===== src/hw/rtl/hca_pkg.sv =====
package hca_pkg;

    localparam int NumHandlesDef = 16;
    localparam int PoolBytesDef  = 4096;

    localparam logic [8:0] ThreshReset = 9'd192;

    localparam logic [2:0] FN_ALLOC    = 3'd0;
    localparam logic [2:0] FN_BIND     = 3'd1;
    localparam logic [2:0] FN_RESOLVE  = 3'd2;
    localparam logic [2:0] FN_LOCK     = 3'd3;
    localparam logic [2:0] FN_RELEASE  = 3'd4;
    localparam logic [2:0] FN_CPRESS   = 3'd5;
    localparam logic [2:0] FN_COMPACT  = 3'd6;
    localparam logic [2:0] FN_STATUS   = 3'd7;

    localparam logic [2:0] ST_OK       = 3'd0;
    localparam logic [2:0] ST_BADARG   = 3'd1;
    localparam logic [2:0] ST_NOSPACE  = 3'd2;
    localparam logic [2:0] ST_NOHANDLE = 3'd3;
    localparam logic [2:0] ST_LOCKED   = 3'd4;
    localparam logic [2:0] ST_NOTUSED  = 3'd5;

    typedef struct packed {
        logic [2:0]  func;
        logic [3:0]  handle_id;
        logic [12:0] request_bytes;
        logic        lock_value;
    } t_in_item;

    typedef struct packed {
        logic [2:0]  status;
        logic [3:0]  granted_handle;
        logic [11:0] block_offset;
        logic [12:0] block_bytes;
        logic [12:0] top_bytes;
        logic [15:0] live_bytes;
        logic [4:0]  live_handles;
        logic        did_compact;
    } t_out_item;

    typedef enum logic [3:0] {
        S_IDLE,
        S_DECODE,
        S_COMPACT,
        S_CHECK,
        S_SEARCH,
        S_CLAIM,
        S_COUNT,
        S_OUT
    } t_state;

    // controller to datapath
    typedef struct packed {
        logic load;        // latch input item
        logic wk_clear;    // clear walk index and accumulators
        logic wk_step;     // advance walk one entry
        logic do_bind_pre; // release bound handle if unlocked
        logic do_simple;   // lock / release / resolve action
        logic do_claim;    // claim target slot
        logic set_nospace;
        logic set_nohandle;
        logic set_badarg;
        logic set_locked;
        logic set_notused;
        logic finish_out;  // register result
        logic cmp_pre;     // compaction walk step
    } t_cmd;

    // datapath to controller
    typedef struct packed {
        logic [2:0] func;
        logic       hok;
        logic       sok;
        logic       tgt_used;
        logic       tgt_locked;
        logic       fits;
        logic       pressure;
        logic       wk_last;
        logic       found;
    } t_sts;

endpackage


===== src/hw/rtl/handle_compacting_allocator_top.sv =====
// Handle table allocator over a byte pool with a bump pointer and compaction.
// One item in flight at a time; input stall stays high from acceptance until
// the result is registered. Each walk over the handle table (compaction, free
// handle search, live count) visits one entry per cycle, and every item ends
// with the live count walk. The block returns to idle before the next item is
// taken. The threshold register may be written whenever the block is idle.
module handle_compacting_allocator_top
    import hca_pkg::*;
#(
    parameter int NUM_HANDLES = NumHandlesDef,
    parameter int POOL_BYTES  = PoolBytesDef
) (
    input  logic       i_clk,
    input  logic       i_rst_n,
    input  logic       i_in_valid,
    output logic       o_in_stall,
    input  t_in_item   i_in_item,
    output logic       o_out_valid,
    input  logic       i_out_stall,
    output t_out_item  o_out_item,
    input  logic       i_cfg_valid,
    output logic       o_cfg_ready,
    input  logic [8:0] i_cfg_data
);

    t_cmd cmd;
    t_sts sts;

    assign o_cfg_ready = 1'b1;

    hca_ctrl u_ctrl (
        .i_clk       (i_clk),
        .i_rst_n     (i_rst_n),
        .i_in_valid  (i_in_valid),
        .o_in_stall  (o_in_stall),
        .i_out_stall (i_out_stall),
        .o_out_valid (o_out_valid),
        .i_sts       (sts),
        .o_cmd       (cmd)
    );

    hca_dpath #(
        .NUM_HANDLES (NUM_HANDLES),
        .POOL_BYTES  (POOL_BYTES)
    ) u_dpath (
        .i_clk       (i_clk),
        .i_rst_n     (i_rst_n),
        .i_item      (i_in_item),
        .i_cfg_valid (i_cfg_valid),
        .i_cfg_data  (i_cfg_data),
        .i_cmd       (cmd),
        .o_sts       (sts),
        .o_item      (o_out_item)
    );

endmodule


===== src/hw/rtl/hca_ctrl.sv =====
module hca_ctrl
    import hca_pkg::*;
(
    input  logic i_clk,
    input  logic i_rst_n,
    input  logic i_in_valid,
    output logic o_in_stall,
    input  logic i_out_stall,
    output logic o_out_valid,
    input  t_sts i_sts,
    output t_cmd o_cmd
);

    t_state r_state, n_state;
    logic   r_out_valid, n_out_valid;
    // 0: compaction is followed by the count walk, 1: by the op that needed the space
    logic   r_after_cmp, n_after_cmp;

    always_ff @(posedge i_clk) begin
        if (!i_rst_n) begin
            r_state     <= S_IDLE;
            r_out_valid <= 1'b0;
            r_after_cmp <= 1'b0;
        end else begin
            r_state     <= n_state;
            r_out_valid <= n_out_valid;
            r_after_cmp <= n_after_cmp;
        end
    end

    assign o_out_valid = r_out_valid;
    assign o_in_stall  = (r_state != S_IDLE);

    logic accept;
    assign accept = i_in_valid && (r_state == S_IDLE);

    always_comb begin
        n_state     = r_state;
        n_after_cmp = r_after_cmp;
        unique case (r_state)
            S_IDLE: if (accept) n_state = S_DECODE;
            S_DECODE: begin
                n_after_cmp = 1'b0;
                unique case (i_sts.func)
                    FN_ALLOC: begin
                        if (!i_sts.sok) n_state = S_COUNT;
                        else if (i_sts.fits) n_state = S_SEARCH;
                        else begin
                            n_state = S_COMPACT;
                            n_after_cmp = 1'b1;
                        end
                    end
                    FN_BIND: begin
                        if (!i_sts.hok || !i_sts.sok) n_state = S_COUNT;
                        else if (i_sts.tgt_used && i_sts.tgt_locked) n_state = S_COUNT;
                        else n_state = S_CHECK;
                    end
                    FN_CPRESS: n_state = i_sts.pressure ? S_COMPACT : S_COUNT;
                    FN_COMPACT: n_state = S_COMPACT;
                    default: n_state = S_COUNT;
                endcase
            end
            S_CHECK: begin
                // bind after pre-release
                if (i_sts.fits) n_state = S_CLAIM;
                else begin
                    n_state = S_COMPACT;
                    n_after_cmp = 1'b1;
                end
            end
            S_COMPACT: if (i_sts.wk_last) begin
                if (!r_after_cmp) n_state = S_COUNT;
                else if (!i_sts.fits) n_state = S_COUNT;
                else if (i_sts.func == FN_ALLOC) n_state = S_SEARCH;
                else n_state = S_CLAIM;
            end
            S_SEARCH: begin
                if (i_sts.found) n_state = S_CLAIM;
                else if (i_sts.wk_last) n_state = S_COUNT;
            end
            S_CLAIM: n_state = S_COUNT;
            S_COUNT: if (i_sts.wk_last) n_state = S_OUT;
            S_OUT: if (!r_out_valid || !i_out_stall) n_state = S_IDLE;
            default: n_state = S_IDLE;
        endcase
    end

    always_comb begin
        n_out_valid = r_out_valid;
        if (r_out_valid && !i_out_stall) n_out_valid = 1'b0;
        if (r_state == S_OUT && (!r_out_valid || !i_out_stall)) n_out_valid = 1'b1;
    end

    always_comb begin
        o_cmd = '0;
        unique case (r_state)
            S_IDLE: begin
                o_cmd.load = accept;
            end
            S_DECODE: begin
                o_cmd.wk_clear = 1'b1;
                unique case (i_sts.func)
                    FN_ALLOC: o_cmd.set_badarg = !i_sts.sok;
                    FN_BIND: begin
                        if (!i_sts.hok || !i_sts.sok) o_cmd.set_badarg = 1'b1;
                        else if (i_sts.tgt_used && i_sts.tgt_locked) o_cmd.set_locked = 1'b1;
                        else o_cmd.do_bind_pre = 1'b1;
                    end
                    FN_RESOLVE, FN_LOCK, FN_RELEASE: begin
                        if (!i_sts.hok) o_cmd.set_badarg = 1'b1;
                        else if (!i_sts.tgt_used) o_cmd.set_notused = 1'b1;
                        else o_cmd.do_simple = 1'b1;
                    end
                    default: ;
                endcase
            end
            S_CHECK: o_cmd.wk_clear = 1'b1;
            S_COMPACT: begin
                o_cmd.wk_step = 1'b1;
                o_cmd.cmp_pre = 1'b1;
                if (i_sts.wk_last) begin
                    o_cmd.wk_clear = 1'b1;
                    o_cmd.set_nospace = r_after_cmp && !i_sts.fits;
                end
            end
            S_SEARCH: begin
                o_cmd.wk_step = 1'b1;
                if (i_sts.found || i_sts.wk_last) o_cmd.wk_clear = 1'b1;
                o_cmd.set_nohandle = !i_sts.found && i_sts.wk_last;
            end
            S_CLAIM: begin
                o_cmd.do_claim = 1'b1;
                o_cmd.wk_clear = 1'b1;
            end
            S_COUNT: o_cmd.wk_step = 1'b1;
            S_OUT: o_cmd.finish_out = !r_out_valid || !i_out_stall;
            default: ;
        endcase
    end

endmodule


===== src/hw/rtl/hca_dpath.sv =====
module hca_dpath
    import hca_pkg::*;
#(
    parameter int NUM_HANDLES = NumHandlesDef,
    parameter int POOL_BYTES  = PoolBytesDef
) (
    input  logic      i_clk,
    input  logic      i_rst_n,
    input  t_in_item  i_item,
    input  logic      i_cfg_valid,
    input  logic [8:0] i_cfg_data,
    input  t_cmd      i_cmd,
    output t_sts      o_sts,
    output t_out_item o_item
);

    localparam int HW = (NUM_HANDLES > 1) ? $clog2(NUM_HANDLES) : 1;
    localparam int CW = $clog2(NUM_HANDLES + 1);
    // wide enough for overcommitted totals
    localparam int TW = $clog2(POOL_BYTES * (NUM_HANDLES + 1) + 1);
    localparam logic [TW-1:0] PoolT = TW'(POOL_BYTES);
    localparam logic [TW-1:0] LastT = TW'(NUM_HANDLES - 1);

    logic [TW-1:0] r_off  [NUM_HANDLES];
    logic [12:0]   r_size [NUM_HANDLES];
    logic [NUM_HANDLES-1:0] r_used, r_lock;
    logic [TW-1:0] r_top;
    logic [8:0]    r_thr;

    t_in_item      r_in;
    logic [2:0]    r_status;
    logic          r_did;
    logic [3:0]    r_granted;
    logic [HW-1:0] r_idx;
    logic [TW-1:0] r_wp;
    logic [TW-1:0] r_live_b;
    logic [CW-1:0] r_live_h;
    t_out_item     r_out;

    logic [HW-1:0] hsel;
    logic          hok, sok;
    logic [TW-1:0] req_t;
    logic [TW+8:0] lhs, rhs;

    assign hsel  = HW'(r_in.handle_id);
    assign hok   = {28'd0, r_in.handle_id} < 32'(NUM_HANDLES);
    assign sok   = (r_in.request_bytes != 13'd0) && (TW'(r_in.request_bytes) <= PoolT);
    assign req_t = TW'(r_in.request_bytes);
    assign lhs   = (TW+9)'({r_top, 8'd0});
    assign rhs   = (TW+9)'(r_thr) * (TW+9)'(POOL_BYTES);

    assign o_sts.func       = r_in.func;
    assign o_sts.hok        = hok;
    assign o_sts.sok        = sok;
    assign o_sts.tgt_used   = hok && r_used[hsel];
    assign o_sts.tgt_locked = r_lock[hsel];
    // during compaction the new top is the running write pointer
    assign o_sts.fits       = ((i_cmd.cmp_pre ? r_wp + ((r_used[r_idx] && !r_lock[r_idx])
                                ? TW'(r_size[r_idx]) : '0) : r_top) + req_t) <= PoolT;
    assign o_sts.pressure   = lhs >= rhs;
    assign o_sts.wk_last    = TW'(r_idx) == LastT;
    assign o_sts.found      = !r_used[r_idx];

    always_ff @(posedge i_clk) begin
        if (!i_rst_n) begin
            r_used <= '0;
            r_lock <= '0;
            r_top  <= '0;
            r_thr  <= ThreshReset;
            for (int k = 0; k < NUM_HANDLES; k++) r_size[k] <= '0;
        end else begin
            if (i_cfg_valid) r_thr <= i_cfg_data;
            if (i_cmd.do_bind_pre && r_used[hsel]) begin
                r_used[hsel] <= 1'b0;
                r_lock[hsel] <= 1'b0;
                r_size[hsel] <= '0;
            end
            if (i_cmd.do_simple) begin
                if (r_in.func == FN_LOCK) r_lock[hsel] <= r_in.lock_value;
                else if (r_in.func == FN_RELEASE) begin
                    r_used[hsel] <= 1'b0;
                    r_lock[hsel] <= 1'b0;
                    r_size[hsel] <= '0;
                end
            end
            if (i_cmd.cmp_pre) begin
                if (r_used[r_idx] && !r_lock[r_idx]) r_off[r_idx] <= r_wp;
                if (o_sts.wk_last)
                    r_top <= r_wp + ((r_used[r_idx] && !r_lock[r_idx])
                             ? TW'(r_size[r_idx]) : '0);
            end
            if (i_cmd.do_claim) begin
                r_off[r_granted[HW-1:0]]  <= r_top;
                r_size[r_granted[HW-1:0]] <= r_in.request_bytes;
                r_lock[r_granted[HW-1:0]] <= 1'b0;
                r_used[r_granted[HW-1:0]] <= 1'b1;
                r_top <= r_top + req_t;
            end
        end
    end

    logic          gvalid;
    logic [HW-1:0] gsel;
    assign gsel   = r_granted[HW-1:0];
    assign gvalid = ({28'd0, r_granted} < 32'(NUM_HANDLES)) && r_used[gsel];

    always_ff @(posedge i_clk) begin
        if (i_cmd.load) begin
            r_in      <= i_item;
            r_status  <= ST_OK;
            r_did     <= 1'b0;
            r_granted <= (i_item.func == FN_ALLOC) ? 4'd0 : i_item.handle_id;
        end
        if (i_cmd.set_badarg)   r_status <= ST_BADARG;
        if (i_cmd.set_locked)   r_status <= ST_LOCKED;
        if (i_cmd.set_notused)  r_status <= ST_NOTUSED;
        if (i_cmd.set_nospace)  r_status <= ST_NOSPACE;
        if (i_cmd.set_nohandle) r_status <= ST_NOHANDLE;
        if (i_cmd.cmp_pre)      r_did    <= 1'b1;
        // free handle search stops at the first unused entry
        if (i_cmd.wk_step && i_cmd.wk_clear && !i_cmd.cmp_pre
            && r_in.func == FN_ALLOC && o_sts.found)
            r_granted <= 4'(r_idx);
        if (i_cmd.wk_clear) begin
            r_idx    <= '0;
            r_wp     <= '0;
            r_live_b <= '0;
            r_live_h <= '0;
        end else if (i_cmd.wk_step) begin
            r_idx <= r_idx + 1'b1;
            if (i_cmd.cmp_pre) begin
                if (r_used[r_idx] && !r_lock[r_idx]) r_wp <= r_wp + TW'(r_size[r_idx]);
            end else if (r_used[r_idx]) begin
                r_live_b <= r_live_b + TW'(r_size[r_idx]);
                r_live_h <= r_live_h + 1'b1;
            end
        end
        if (i_cmd.finish_out) begin
            r_out.status         <= r_status;
            r_out.granted_handle <= r_granted;
            r_out.block_offset   <= gvalid ? r_off[gsel][11:0] : 12'd0;
            r_out.block_bytes    <= gvalid ? r_size[gsel] : 13'd0;
            r_out.top_bytes      <= r_top[12:0];
            r_out.live_bytes     <= 16'(r_live_b);
            r_out.live_handles   <= 5'(r_live_h);
            r_out.did_compact    <= r_did;
        end
    end

    assign o_item = r_out;

endmodule

===== config.mk =====
export PLATFORM = sky130hd
export DESIGN_NAME = handle_compacting_allocator_top
export DESIGN_NICKNAME = d
export VERILOG_FILES = /design/src/hw/rtl/hca_pkg.sv /design/src/hw/rtl/handle_compacting_allocator_top.sv /design/src/hw/rtl/hca_ctrl.sv /design/src/hw/rtl/hca_dpath.sv
export SDC_FILE = /design/constraint.sdc
export NUM_CORES = 1
export LEC_CHECK = 0
export ABC_AREA = 0
export BUFFER_PORTS_ARGS = -buffer_cell sky130_fd_sc_hd__buf_2
export CAP_MARGIN = 20
export CORE_MARGIN = 1
export CORE_UTILIZATION = 60
export DETAILED_ROUTE_END_ITERATION = 6
export PLACE_DENSITY = 0.77
export SLEW_MARGIN = 20
export SYNTH_ARGS = -nofsm -noshare
export SYNTH_HDL_FRONTEND = slang
export SYNTH_HIERARCHICAL = 1
export SYNTH_SLANG_ARGS = --single-unit

===== constraint.sdc =====
create_clock -name i_clk -period 8.4 [get_ports i_clk]
set_clock_uncertainty 0.15 [all_clocks]
set_input_delay 0.42 -clock i_clk [delete_from_list [all_inputs] [get_ports i_clk]]
set_output_delay 0.42 -clock i_clk [all_outputs]
set_load 0.02 [all_outputs]

-- After elaboration in Yosys (flattened, before gate mapping)
Memory sizes are Yosys's and may differ from the RTL's. A register that Yosys moved wholly into a read port is not among the register bits.
Index checks and enable logic that the tools add are counted.
- flip-flop bits (word level): 178
- bits in writable memories: 480
- output and inout bits: 70
- memories: 2
- memory list (memory ; words ; bits a word ; rd ports ; clocked after memory_dff ; wr ports ; line ; source):
    u_dpath.r_off ; 16 ; 17 ; 1 ; 1 ; 1 ; hca_dpath.sv:24 ; logic [TW-1:0] r_off [NUM_HANDLES];
    u_dpath.r_size ; 16 ; 13 ; 2 ; 2 ; 16 ; hca_dpath.sv:25 ; logic [12:0] r_size [NUM_HANDLES];
- $add $sub $neg: 7
- order comparisons: 8
- equal/unequal tests: 20
- mux-type cells: 119
- bitwise logic cells: 10
- reduce and logical (&&, ||, !) cells: 50
- operator list (kind ; number):
    $mux W16 ; 14
    $mux W17 ; 5
    $and A16 B16 Y16 ; 5
    $mux W4 ; 18
    $add A17 B13 Y17 ; 4
    $mux W1 ; 55
    $mux W13 ; 4
    $not A16 Y16 ; 2
    $pmux W4 S8 ; 1
    $mux W3 ; 9
    $reduce_or A13 Y1 ; 2
    $ge A25 B21 Y1 ; 1
    $bmux W1 S4 ; 5
    $add A17 B17 Y17 ; 1
    $le A17 B13 Y1 const B ; 1
    $reduce_or A17 Y1 ; 1
    $bwmux W16 ; 1
    $eq A4 B3 Y1 const B ; 4
    $or A16 B16 Y16 ; 1
    $pmux W4 S4 ; 1
    $logic_and A1 B1 Y1 ; 15
    $lt A4 B5 Y1 const B ; 3
    $le A13 B13 Y1 const B ; 1
    $reduce_bool A13 Y1 ; 1
    30 further kinds ; 59

-- Longest topological paths before layout
Gate-level depths: netlist of the first run.
- depth after elaboration: 17
- depth in mapped cells: 28
- depth with buffers taken out: 26

-- Modules after synthesis
The synthesis of the first run kept the hierarchy.
- by module, submodules not included (module ; instances ; cells each ; area each (um2)):
    hca_dpath ; 1 ; 2340 ; 31938.1
    hca_ctrl ; 1 ; 91 ; 636.9
    handle_compacting_allocator_top ; 1 ; 2 ; 11.3

-- Least setup slack after synthesis of the first run
Ideal clock, no wire load.
- path kind: reg-to-reg
- from: reg with a tool-made name
- to: reg u_ctrl.r_state[2]
- arrival time: 6667 ps
- data required time: 8164 ps
- slack: 1497 ps
- cell stages (with the launch flop): 28
- path buffers: 3
- clock period less this slack: 6903 ps
- cell sequence: dfxtp_1 -> clkbuf_1 -> buf_1 -> mux4_2 -> mux4_2 -> and2_1 -> ha_1 -> fa_1 -> a21o_1 -> a21oi_1 -> xnor2_1 -> nand2_1 -> o21ai_0 -> ha_1 -> buf_6 -> nand3_1 -> o211ai_1 -> or4_1 -> a31oi_1 -> and2b_1 -> xor2_1 -> a31oi_1 -> or4_1 -> a221oi_2 -> nor2b_1 -> o21ai_0 -> and3_1 -> a221oi_2
- RTL lines (element ; line ; source):
    end signal: assignment ; hca_ctrl.sv:25 ; r_state <= n_state;
    end: declaration ; hca_ctrl.sv:14 ; t_state r_state, n_state;

==> results of run 1 <==
what timing repair did:
item / 4_1_cts / 5_1_grt
hold endpoints to repair: 31 / 0
buffers inserted: 0 / 0
endpoints found under the setup margin: 0 / 0
hold buffers: 31 / 0
through the flow:
stage | hold slack [ns] | instances | worst slack [ns]
global route | 0.132 | 3248 | 0.213
detailed placement | 0.280 | 3095 | 0.771
floorplan | 0.258 | 2433 | 1.50
finish | 0.121 | 3249 | 0.672
CTS | 0.0793 | 3248 | 0.719
global placement | 0.274 | 3095 | 0.811
synth_stat cells (9+ instances only):
master,count,area [um2]
a211oi_1,18,135
a21o_1,18,135
a21oi_1,94,470
a31o_2,17,149
a31oi_1,9,56.3
and2_1,213,1330
and3_1,18,113
buf_1,33,124
buf_2,21,105
clkbuf_1,119,447
dfxtp_1,113,2260
edfxtp_1,492,14800
ha_1,79,988
inv_1,36,135
mux2_2,187,2110
mux2i_1,11,110
mux4_2,214,4820
nand2_1,149,559
nand2b_1,42,263
nand3_1,23,115
nor2_1,118,443
nor2b_1,40,250
nor3_1,43,215
nor4_1,9,56.3
o21a_1,9,67.6
o21ai_0,67,335
o22ai_1,18,113
o31ai_1,13,97.6
or3_1,9,56.3
xnor2_1,33,289
xor2_1,26,228
power by group through the flow:
stage	logic (uW)	clock network, uW	registers (uW)
2_1_floorplan	1650	0	3510
3_3_place_gp	2030	0	3730
3_5_place_dp	2060	0	3740
4_1_cts	2080	2940	3680
5_1_grt	2230	3050	3710
6_report	2100	2900	3690
worst max-delay path: stages, from the launching register on:
cell	delay, ns
dfxtp_1	0.75
mux4_2	0.59
mux4_2	0.58
inv_2	0.21
nor2_4	0.12
and2_1	0.18
ha_1	0.22
fa_1	0.46
a211oi_1	0.33
o21bai_1	0.13
a21oi_1	0.18
xnor2_1	0.11
mux2_2	0.27
ha_1	0.22
or4_1	0.53
a31oi_1	0.27
and2b_1	0.17
xor2_1	0.14
a31oi_1	0.09
or4_1	0.58
a221oi_2	0.60
nor2b_1	0.24
o21ai_0	0.09
and3_1	0.22
a221oi_2	0.23
layer usage:
layer  vias to the layer above  GRT usage, %  wire (um)
met5                         -             0          0
met4                         0          16.0       4340
met3                       251          8.35      10200
met2                      1323          54.5      44300
met1                     11300          44.3      35200
li1                       9424             -          -
placed cells by master (no fill, tap or decap), drive strengths merged, types with 13 or more instances in the layout:
cell type	netlist	layout
o31ai	13	13
nand2	149	149
a21oi	96	96
and2	215	215
xor2	26	26
clkinv	2	26
a21o	18	18
clkbuf	119	89
and3	18	18
mux4	214	214
o22ai	18	18
nand3	24	24
edfxtp	492	492
xnor2	33	33
dfxtp	113	113
nor2	120	120
buf	65	150
nor2b	40	40
ha	79	79
a211oi	19	19
mux2	187	187
a31o	17	17
dlygate4sd3	0	31
o21ai	74	74
nor3	44	44
nand2b	42	42
inv	38	41
worst paths after layout:
kind,end,from,slack (ns)
setup / recovery,u_ctrl/r_state[2],u_dpath/r_idx[0],0.67
setup reg to reg,u_ctrl/r_state[2],u_dpath/r_idx[0],0.67
hold reg to reg,u_dpath/o_item[5],u_dpath/r_live_h[4],0.31
hold / removal,u_dpath/r_thr[6],i_cfg_valid,0.12
cell families after synthesis:
family | Yosys count | share of synthesized area, %
AO/OA/AOI/OAI | 340 | 6.82
XOR/XNOR | 59 | 1.59
adder cells (fa/ha/maj) | 84 | 3.34
buffers and inverters | 224 | 2.82
flip-flops | 605 | 52.3
multiplexers | 412 | 21.6
other | 2 | 0.0230
AND/OR/NAND/NOR | 707 | 11.5
registers in the layout (all words and copies together) (netlist names), 16 cells and up, named ones only:
register          flops
u_dpath/r_live_b     16
u_dpath/r_lock       16
u_dpath/r_size      208
u_dpath/r_used       16
u_dpath/r_wp         17
u_dpath/o_item       67
u_dpath/r_top        17
u_dpath/r_off       192
layout make-up:
| class | instances | area, um2 | share of cell area [%] |
|---|---|---|---|
| antenna | 1 | 2.50 | 0.00691 |
| clock inverter | 33 | 297 | 0.819 |
| timing repair buffer | 181 | 1200 | 3.31 |
| clock buffer | 89 | 1860 | 5.15 |
| inverter | 40 | 150 | 0.415 |
| multi-input combinational | 1604 | 14800 | 40.8 |
| sequential | 605 | 17000 | 47.1 |
| tap | 696 | 871 | 2.41 |
==> results.toml, run 1 <==
[grt]
grt_overflow = 0
grt_first_pass_wirelength_um = 139000
grt_max_degree = 58
grt_pass1_vias = 22100
track_usage_pct = 34.2
grt_antenna_before_repair = 1

[synth]
syn_nets = 2552
yosysWarnings = 6
ys_seq_area_share_pct = 52.3
synth_area_mm2 = 0.0326
avgSynthCellArea_um2 = 13.4
async_flop_share_pct = 0
synth_cell_type_count = 86
syn_inst = 2433
synth-edff-count = 492
ys_ff_latch = 605
synthFlopType = "edfxtp_1"

[die]
die_w_um = 235
ioPinCount = 105
die_area_mm2 = 0.0552
die_h_um = 235
core_mm2 = 0.0537
std_cell_rows = 85
start_util_pct = 60.7

[power_and_ir_drop]
power_frac_seq_pct = 42.5
p_leak_uw = 0.0132
p_clk_share_pct = 33.4
swShare_pct = 31.1
power_per_cell_area_mw_per_mm2 = 240
netSwitchingPower_uw = 2710
p_int_uw = 5990
peakVddDrop_v = 0.000305
p_comb_share_pct = 24.2
finalPower_uw = 8700

[setup_path]
end_kind = "register"
worst-path-max-fanout = 15
reg2reg_depth = 24
cp-start-kind = "register"
criticalPathCategory = "register to register"
required_ns = 8.76
arrival_ns = 8.09

[sta]
finalCritPeriodShare_pct = 92.0
worst_pin_slew_ns = 1.21
fin_crit_ns = 7.73
rsz0062_at_grt = "no"
slew_headroom_pct = 19.1
drv_slew = 0
tns_ns = 0
timing.final.hold_violations = 0
setup_viol = 0
max_freq_mhz = 129

[clock_tree]
cts_tree = "yes"
clockBufferDepth = 3
clock_latency_ns = 0.61
cts_resized = 0
cts.clk_slew.worst_paths_ns = 0.06
clockRootBuffer = "clkbuf_16"
clock-sinks = 605
htreeDepth = 3
cts_buffers = 67

[job]
maxCapViolCount = 0

[min_path]
hold_class = "input pin to register"
holdPathStages = 2

[final_layout]
final_area_mm2 = 0.0362
fin_nets = 2618
drive_gt1_share_pct = 28.0
fill_cells = 3731
fin_util_pct = 67.4
areaGrowthSynthToFinish_pct = 11.1

[route]
drt_pass1_iterations = 5
vias = 22300
wl_per_cell_um = 28.9
drt-vias-per-instance = 6.85
drt_iter0_markers = 2334
drc = 0
wirelength_um = 94000
drtAntennaViolNets = 0

[outcome]
status = "finished clean"

[placed_design]
place_area_mm2 = 0.0337
gp_congestion = 0.930
io_buffer_count = 103
hpwl_um = 59800
(Power assumes the default switching activity.)
==> run 2: changes to the inputs <==
Settings changed: CORE_ASPECT_RATIO set to 1.75.
Clock period 8.4 ns to 7.2 ns, I/O delays scaled along.
==> run 2 against run 1 <==
Against the previous run:
- fmax rose by 12%
- global-route usage rose by 2.4 points
- via count fell by 0.12%
- cell count fell by 0.34%
- largest power group unchanged
==> results.toml, run 2 (synthesis results as in run 1) <==
[clock_tree]
cts_buffers = 53
clock_latency_ns = 0.62
clock-sinks = 605
cts.clk_slew.worst_paths_ns = 0.07
htreeDepth = 2
cts_tree = "yes"
clockRootBuffer = "clkbuf_16"
clockBufferDepth = 3

[sta]
worst_pin_slew_ns = 1.23
slew_headroom_pct = 17.9
timing.final.hold_violations = 0
fin_crit_ns = 6.91
finalCritPeriodShare_pct = 95.9
drv_slew = 0
tns_ns = 0
max_freq_mhz = 145
setup_viol = 0

[power_and_ir_drop]
peakVddDrop_v = 0.000460
netSwitchingPower_uw = 3160
p_comb_share_pct = 27.4
swShare_pct = 32.2
p_clk_share_pct = 29.7
power_frac_seq_pct = 43.0
p_int_uw = 6660
power_per_cell_area_mw_per_mm2 = 273
p_leak_uw = 0.0131
finalPower_uw = 9810

[route]
drc = 0
drt_pass1_iterations = 6
drt_iter0_markers = 2493
wl_per_cell_um = 30.4
drtAntennaViolNets = 0
wirelength_um = 98300
drt-vias-per-instance = 6.87
vias = 22200

[setup_path]
slowest_delay_ns = 0.57
criticalPathCategory = "register to register"
rr_startpoint = "u_dpath/r_idx[0]"
cp-start-kind = "register"
worstReg2RegEnd = "u_ctrl/r_state[2]"
crit_family = "simple AND/OR/NAND/NOR gates"
reg2reg_depth = 25
critPathLaunch = "u_dpath/r_idx[0]"
worst-path-max-fanout = 8
crit_path_top_delay_cell = "mux4_2"
path_buf_inv = 2
r2r_slack_ns = 0.29
required_ns = 7.57
end_kind = "register"
arrival_ns = 7.28

[die]
core_mm2 = 0.0535
die_w_um = 178
die_area_mm2 = 0.0553
std_cell_rows = 112
ioPinCount = 105
start_util_pct = 60.9
die_h_um = 310

[final_layout]
areaGrowthSynthToFinish_pct = 10.3
final_cells = 3238
drive_gt1_share_pct = 28.6
fill_cells = 3798
fin_nets = 2627
max_flop_register = "u_dpath/r_size"
largest_reg_flops = 208
final_cell_mix = "492 x edfxtp_1, 214 x mux4_2, 213 x and2_1"
final_common_cell = "edfxtp_1"

[min_path]
hold_class = "input pin to register"
min_to = "u_dpath/r_thr[7]"
min-delay-start = "i_cfg_valid"
holdPathStages = 3

[grt]
busiest_layer = "met2"
grt_max_degree = 106
grt_pass1_vias = 23300
track_usage_pct = 36.6
grt_overflow = 0
grt_use_met3_pct = 6.96
grt_antenna_before_repair = 3
grt_use_met2_pct = 61.8
grt_util_met1_pct = 40.7
grt_first_pass_wirelength_um = 144000

[job]
maxCapViolCount = 0

[outcome]
status = "finished clean"

[placed_design]
hpwl_um = 62100
placed_cells = 3102
io_buffer_count = 103
gp_congestion = 0.965
==> run 2: changes by cell type in the layout (fill, tap and decap cells not counted), sizes merged <==
cell,change
dlygate4sd3,+1
inv,-1
clkinv,-5
buf,+22
clkbuf,-16
==> run 2: worst min-delay path: cells and delay by family <==
kind | cells | cell delay (ns)
AO/OA/AOI/OAI | 1 | 0.07
buffers and inverters | 1 | 0.19
AND/OR/NAND/NOR | 1 | 0.09
==> run 2: layout make-up <==
cell class	count	area (um2)	share of cell area [%]
antenna	1	2.50	0.00696
clock buffer	73	1490	4.15
clock inverter	27	241	0.672
inverter	40	153	0.425
multi-input combinational	1604	14800	41.1
sequential	605	17000	47.4
tap	684	856	2.38
timing repair buffer	204	1370	3.82
==> run 2: repair_timing <==
item	4_1_cts	5_1_grt
hold buffers	32	0
hold endpoints to repair	31	0
resized for setup	0	7
buffers inserted	0	2
endpoints found under the setup margin	0	7
==> run 2: routing by layer <==
| metal | wire, um | up-vias | share of wire [%] |
|---|---|---|---|
| met3 | 9050 | 406 | 9.2 |
| li1 | - | 9429 | - |
| met5 | 17 | - | 0.017 |
| met2 | 49000 | 1325 | 50 |
| met1 | 31900 | 11100 | 32 |
| met4 | 8340 | 2 | 8.5 |
==> run 2: worst max path at each step <==
stage                             end  cells after the start  slack, ns
global placement    u_ctrl/r_state[2]                     25       0.20
CTS                 u_ctrl/r_state[2]                     25       0.02
finish              u_ctrl/r_state[2]                     25       0.29
floorplan           u_ctrl/r_state[2]                     27       0.30
global route        u_ctrl/r_state[2]                     27     -0.003
detailed placement  u_ctrl/r_state[2]                     25       0.04
==> run 2: per-stage QoR <==
stage	setup WS [ns]	hold WS, ns	utilization, %	area (um2)
floorplan	0.297	0.258	-	32600
global placement	0.204	0.289	63.2	33800
detailed placement	0.0384	0.278	63.2	33800
CTS	0.0202	0.00339	67.1	35900
global route	-0.00281	0.0524	67.2	36000
finish	0.293	0.00848	67.2	36000
==> run 2: power by group through the flow <==
| stage | Sequential [uW] | Clock, uW | Combinational, uW |
|---|---|---|---|
| 2_1_floorplan | 4100 | 0 | 1920 |
| 3_3_place_gp | 4270 | 0 | 2570 |
| 3_5_place_dp | 4280 | 0 | 2620 |
| 4_1_cts | 4200 | 2930 | 2640 |
| 5_1_grt | 4230 | 3060 | 2820 |
| 6_report | 4220 | 2910 | 2680 |
